===== src/rtl/assert_macros.svh =====
// assertion helpers used by the rtl
`ifndef ASSERT_MACROS_SVH
`define ASSERT_MACROS_SVH

// property that must hold at every clock edge outside reset
`define CPC_ASSERT_ALWAYS(lbl, prop) \
  lbl: assert property (@(posedge clk) disable iff (!rst_n) (prop)) \
    else $error("assertion failed");

// antecedent implies consequent on the following clock edge
`define CPC_ASSERT_NEXT(lbl, ante, cons) \
  lbl: assert property (@(posedge clk) disable iff (!rst_n) (ante) |=> (cons)) \
    else $error("assertion failed");

`endif


===== src/rtl/cpc_pkg.sv =====
`timescale 1ns / 1ps
`default_nettype none

package cpc_pkg;

  localparam int MAX_VERTICES = 64;
  localparam int MIN_VERTICES = 3;
  localparam int COORD_BITS   = 16;
  localparam int SLOT_BITS    = $clog2(MAX_VERTICES);
  localparam int CNT_BITS     = $clog2(MAX_VERTICES + 1);
  localparam int VCOUNT_BITS  = 7;
  localparam int CFG_IDX_BITS = 2;
  localparam int CFG_DATA_BITS = 16;
  // local point, world point minus offset
  localparam int PT_BITS  = COORD_BITS + 1;
  localparam int SCL_BITS = CNT_BITS + 1;
  // coordinates scaled by vertex count, also holds the vertex sum
  localparam int TW_BITS  = PT_BITS + CNT_BITS;
  localparam int DW_BITS  = TW_BITS + 1;
  localparam int PR_BITS  = 2 * DW_BITS;
  localparam int AW_BITS  = PR_BITS + 3;

  localparam logic OP_LOAD  = 1'b0;
  localparam logic OP_QUERY = 1'b1;

  localparam logic [CFG_IDX_BITS-1:0] REG_VCOUNT = 2'd0;
  localparam logic [CFG_IDX_BITS-1:0] REG_OFFX   = 2'd1;
  localparam logic [CFG_IDX_BITS-1:0] REG_OFFY   = 2'd2;

  typedef logic signed [COORD_BITS-1:0] coord_t;
  typedef logic signed [PT_BITS-1:0]    pcoord_t;
  typedef logic signed [SCL_BITS-1:0]   scl_t;
  typedef logic signed [TW_BITS-1:0]    tcoord_t;
  typedef logic signed [DW_BITS-1:0]    dcoord_t;
  typedef logic signed [PR_BITS-1:0]    prod_t;
  typedef logic signed [AW_BITS-1:0]    acc_t;
  typedef logic [CNT_BITS-1:0]          cnt_t;
  typedef logic [SLOT_BITS-1:0]         slot_t;
  typedef logic [VCOUNT_BITS-1:0]       vcount_t;

  typedef struct packed {
    coord_t x;
    coord_t y;
  } vtx_t;

  typedef struct packed {
    tcoord_t x;
    tcoord_t y;
  } tpt_t;

  typedef struct packed {
    logic busy;
    logic done;
    logic hit;
  } tri_stat_t;

endpackage

`default_nettype wire


===== src/rtl/cpc_vertex_mem.sv =====
`timescale 1ns / 1ps
`default_nettype none

module cpc_vertex_mem (
  input  wire logic           clk,
  input  wire logic           we,
  input  wire cpc_pkg::slot_t waddr,
  input  wire cpc_pkg::vtx_t  wdata,
  input  wire logic           re,
  input  wire cpc_pkg::slot_t raddr,
  output cpc_pkg::vtx_t       rdata
);

  cpc_pkg::vtx_t mem [cpc_pkg::MAX_VERTICES];

  always_ff @(posedge clk) begin
    if (we) begin
      mem[waddr] <= wdata;
    end
  end

  always_ff @(posedge clk) begin
    if (re) begin
      rdata <= mem[raddr];
    end
  end

endmodule

`default_nettype wire


===== config.mk =====
export PLATFORM = sky130hd
export DESIGN_NAME = cpc_vertex_mem
export DESIGN_NICKNAME = d
export VERILOG_FILES = /design/src/rtl/assert_macros.svh /design/src/rtl/cpc_pkg.sv /design/src/rtl/cpc_vertex_mem.sv
export SDC_FILE = /design/constraint.sdc
export NUM_CORES = 2
export LEC_CHECK = 0
export ABC_AREA = 1
export BUFFER_PORTS_ARGS = -buffer_cell sky130_fd_sc_hd__buf_2
export CAP_MARGIN = 10
export CORE_MARGIN = 2
export CORE_UTILIZATION = 63
export CTS_CLUSTER_SIZE = 16
export DETAILED_ROUTE_END_ITERATION = 10
export GPL_TIMING_DRIVEN = 1
export PLACE_DENSITY = 0.79
export SLEW_MARGIN = 20
export SYNTH_ARGS = -nofsm -noshare
export SYNTH_HDL_FRONTEND = slang
export SYNTH_SLANG_ARGS = --single-unit

===== constraint.sdc =====
create_clock -name clk -period 5.83 [get_ports clk]
set_input_delay 0.583 -clock clk [delete_from_list [all_inputs] [get_ports clk]]
set_output_delay 0.583 -clock clk [all_outputs]
set_load 0.02 [all_outputs]

### After elaboration in Yosys (flattened, before gate mapping)

Memories as Yosys holds them, arrays and structs flattened. A register that Yosys moved wholly into a read port is not among the register bits.
Index checks and enable logic that the tools add are counted.
Widths: inputs -> output; s select.

| storage, ports and cells | value |
|---|---|
| memories kept | 1 |
| bits in registers | 0 |
| bits in writable memories | 2048 |
| ROM bits | 0 |
| input bits | 47 |
| bits in latches | 0 |
| output and inout bits | 32 |

Memory list:

| memory | depth | bits a word | read ports | clocked after memory_dff | write ports | line | source |
|---|---|---|---|---|---|---|---|
| mem | 64 | 32 | 1 | 1 | 1 | cpc_vertex_mem.sv:14 | `cpc_pkg::vtx_t mem [cpc_pkg::MAX_VERTICES];` |

| cells by class | value |
|---|---|
| div/mod/pow operators | 0 |
| add/sub/neg operators | 0 |
| equal/unequal tests | 0 |
| $lt $le $gt $ge | 0 |
| multiply operators | 0 |
| reductions and logical operators | 0 |
| shifts and indexed selects | 0 |
| bitwise operators | 0 |
| muxes and demuxes | 2 |

Operators with widths:

| kind | count |
|---|---|
| $mux 1 | 2 |

### Logic depth before layout (Yosys ltp)

| depth | value |
|---|---|
| word-level depth | 2 |
| mapped depth | 13 |
| depth with buffers taken out | 9 |

### Least setup slack after synthesis

Ideal clock, no wire load.

| timing path | value |
|---|---|
| path type | input -> register |
| start point | in we |
| end point | mem mem[48][0] (netlist name), enable pin |
| path buffers | 1 |
| library setup time | 0.502 ns |
| required time | 5.328 ns |
| slack | 1.117 ns |
| stages on the path | 3 |
| arrival time | 4.211 ns |
| cells stage by stage | clkbuf_1 -> nand4_1 -> nor4_1 |

| between the ends | value |
|---|---|
| word-level cells in the longest chain between the ends | 2 |

RTL lines:

| what | line | source |
|---|---|---|
| from (decl) | cpc_vertex_mem.sv:6 | `input wire logic we,` |
| $mux 1 | cpc_vertex_mem.sv:17 | `if (we) begin` |
| $mux 1 (implied by the code) | cpc_vertex_mem.sv:18 | `mem[waddr] <= wdata;` |
| to (decl) | cpc_vertex_mem.sv:14 |  |

No other way between the ends.

==> results by group <==
Yosys
  – Synth Area in XOR/XNOR: 0%
  – Unique masters post-synth: 15
  – Mux contribution to synthesized area: 0%
  – Yosys warning count: 0
  – Compound-Gate Fraction of Synth Area: 0%
  – Synth Area in Adders: 0%
  – Seq/Total Area, Yosys: 75.20%
  – Syn Nets: around 6800
  – Count of state elements after synthesis: ~2100
  – Average size of a mapped cell: about 12 um^2
  – Synth Area in Simple Gates: 22.03%
  – Mapped Area: 83060 um^2
  – Main combinational cell family by area after synthesis: simple AND/OR/NAND/NOR gates
  – Synth Instances: roughly 6800

Worst setup path
  – CP required: approximately 6500 ps
  – Arrival @ worst endpoint: between 3000 and 4000 ps
  – Crit path max fanout: 211
  – Critical path capture point type: flop
  – Setup CP Type: in -> reg
  – CP Launch Type: input port

GRT
  – Congestion Overflow GR: 0
  – Initial antenna violation count: 26
  – Largest net degree at the start of global routing: 212
  – Met1 Use GR: a little under half
  – Met3 usage: 9.752%
  – Most used routing layer: met2
  – First-pass GRT wire length: approximately 340000 um
  – GR met2 Demand/Resource: a little over half
  – Vias in the first global route: 53640
  – Gr usage total: between 30 and 40%

Timing
  – Hold Slack: ~320 ps
  – Final Skew: ~29 ps
  – RSZ-0062 raised after global routing: no
  – Setup violators final: 0
  – Period Utilization, post-route: between 50% and 60%
  – Final Worst Setup Slack: between 2000 and 3000 ps
  – Post-Route Setup TNS: 0 ps
  – Slew HR: between 10% and 20%
  – Measured slew at the worst slew-check pin: approximately 1300 ps
  – Final Hold Vio Count: 0
  – Post-layout minimum cycle time: roughly 3200 ps
  – Final-report max-slew violation count: 0
  – Achievable Freq: just over 0.3 GHz

Clocking
  – CTS max path bufs: 3
  – Post-cts resize count: 0
  – Post-CTS Setup Bufs: 0
  – Htree depth: 4
  – Root buffer cell: clkbuf_16
  – Worst-path clk slew: approximately 60 ps
  – TritonCTS Buffers: 193
  – CTS hold repair buffers: 0
  – CTS tree: built
  – Clock sinks: 2080
  – Clock latency on the worst-skew pair: 830 ps

Cells and area
  – Final Core Density: between 60% and 70%
  – Fillers: roughly 8500
  – Layout cell share with drive strength beyond 1: under 10%
  – Fin nets: 6782
  – Final instance area: approximately 90000 um^2
  – Multi-input gate area: approximately 19000 um^2
  – Register area: ~62000 um^2
  – P&R area growth vs syn: 9.772%

Power and ir drop
  – Lkg Pwr: between 30 and 40 nW
  – VDD IR max: about 0.00028 V
  – Int Pwr: 23.63 mW
  – Sw Ratio: about 23%
  – Power Dens Cells: around 330 nW/um^2
  – Sw power: just under 7 mW
  – Combinational fraction of design power: approximately 6.3%
  – Reg power frac: ~55%
  – Clock power frac: roughly 40%

Die
  – Core Area: roughly 130000 um^2
  – Core Rows: 133
  – Die Area: 134800 um^2
  – I/O pin count: 79
  – Die X: about 370 um
  – Die Span Y: 367.1 um
  – Starting density of the core: around 63%

Hold path
  – Worst Hold Class: in -> reg

Detailed routing
  – Via-to-Cell Ratio: around 6.5
  – Starting DRT DRC Count: around 10000
  – DRC Markers: 0
  – DRT Pass-1 Iters: 7
  – Via count: 56030
  – Detailed Route WL: roughly 230000 um
  – WL per Instance: around 27 um
  – ANT nets after route: 0

Status
  – Run status: completed

Placement
  – Dpl hpwl: 122500 um
  – Placed cell area: 85200 um^2
  – RePlAce Congestion: roughly 0.91
  – Place WS: 1978 ps
  – Port Buf Inserts: between 70 and 80

Job
  – Maxcap violations: 0
worst max-delay path: stages:
cell and delay [ps]:
buf_8 230, inv_16 510, buf_12 640, nand2_1 140, nand3_1 110, nand3_1 120, nand3_1 170, nand3_1 490
nand2_1 220, nand2_1 70, nand2_1 110
worst paths after layout:
path	startpoint	endpoint	slack, ps	cells past startpoint
worst max-delay path	raddr[0]	rdata[27]	2610	11
worst max register to register	mem[55][23]	rdata[23]	3880	8
worst min register to register	mem[46][4]	rdata[4]	900	8
worst min-delay path	wdata[25]	mem[8][25]	320	1
area by class of cell:
cell class,count,share of cell area (%)
Multi-Input combinational cell,4228,20.59
Inverter,12,0.09194
Antenna cell,12,0.03294
Clock buffer,263,5.655
Timing Repair Buffer,220,1.936
Tap cell,1755,2.408
Sequential cell,2080,68.51
Clock inverter,81,0.7836
cell usage in the layout (no fill, tap or decap):
| cell type | synthesis | final |
|---|---|---|
| clkinv_16 | 0 | 1 |
| nor4_2 | 0 | 8 |
| clkinvlp_4 | 0 | 2 |
| inv_1 | 9 | 6 |
| nand4_1 | 9 | 9 |
| inv_8 | 0 | 3 |
| clkbuf_1 | 77 | 67 |
| buf_6 | 3 | 1 |
| inv_6 | 0 | 8 |
| edfxtp_1 | 2080 | 2080 |
| buf_12 | 0 | 17 |
| nand3_1 | 1907 | 1907 |
| clkbuf_16 | 0 | 196 |
| buf_16 | 0 | 2 |
| clkinv_2 | 0 | 19 |
| buf_8 | 2 | 3 |
| inv_16 | 0 | 1 |
| nor2_4 | 0 | 56 |
| diode_2 | 0 | 12 |
| clkinv_1 | 0 | 37 |
| buf_2 | 282 | 66 |
| buf_4 | 45 | 131 |
| clkinv_8 | 0 | 4 |
| bufinv_16 | 0 | 10 |
| nand2_1 | 2248 | 2248 |
| inv_2 | 2 | 2 |
logic make-up (layout without fill, tap and decap cells):
group,after synthesis,in the layout
flops,2080,2080
simple gates,4228,4228
buf+inv,461,576
other cells,0,12
power by group through the flow:
stage	Clock (mW)	Combinational, mW	Sequential, mW
detailed placement	0	1.84	17.0
finish	12.0	1.92	16.7
CTS	12.0	1.85	16.6
global route	12.5	2.03	16.7
global placement	0	1.79	17.0
floorplan	0	1.02	17.0
flip-flops by register name (all words and copies together) (netlist names):
| name | cells |
|---|---|
| rdata | 32 |
| mem | 2048 |
metrics by stage:
step | std cells | total power, mW
2_1_floorplan | 6769 | 17.98
3_3_place_gp | 8292 | 18.75
3_5_place_dp | 8293 | 18.81
4_1_cts | 8637 | 30.46
5_1_grt | 8639 | 31.15
6_report | 8651 | 30.53
cells in the mapped netlist:
master	number	area share (%)
buf_2	282	1.7
nand2_1	2248	10
inv_1	9	0.041
buf_1	40	0.18
buf_6	3	0.041
edfxtp_1	2080	75
inv_2	2	0.0090
clkbuf_1	77	0.35
nor4_1	8	0.060
buf_4	45	0.41
inv_4	1	0.0075
nor2_1	56	0.25
buf_8	2	0.036
nand3_1	1907	11
nand4_1	9	0.068
per-layer routing:
| metal | wire [um] | part of all wire, % |
|---|---|---|
| met5 | 341 | 0.15 |
| met4 | 13000 | 5.6 |
| met3 | 35670 | 15 |
| met2 | 105400 | 45 |
| met1 | 77910 | 34 |
Note: power is estimated with default switching activity, not from simulation.
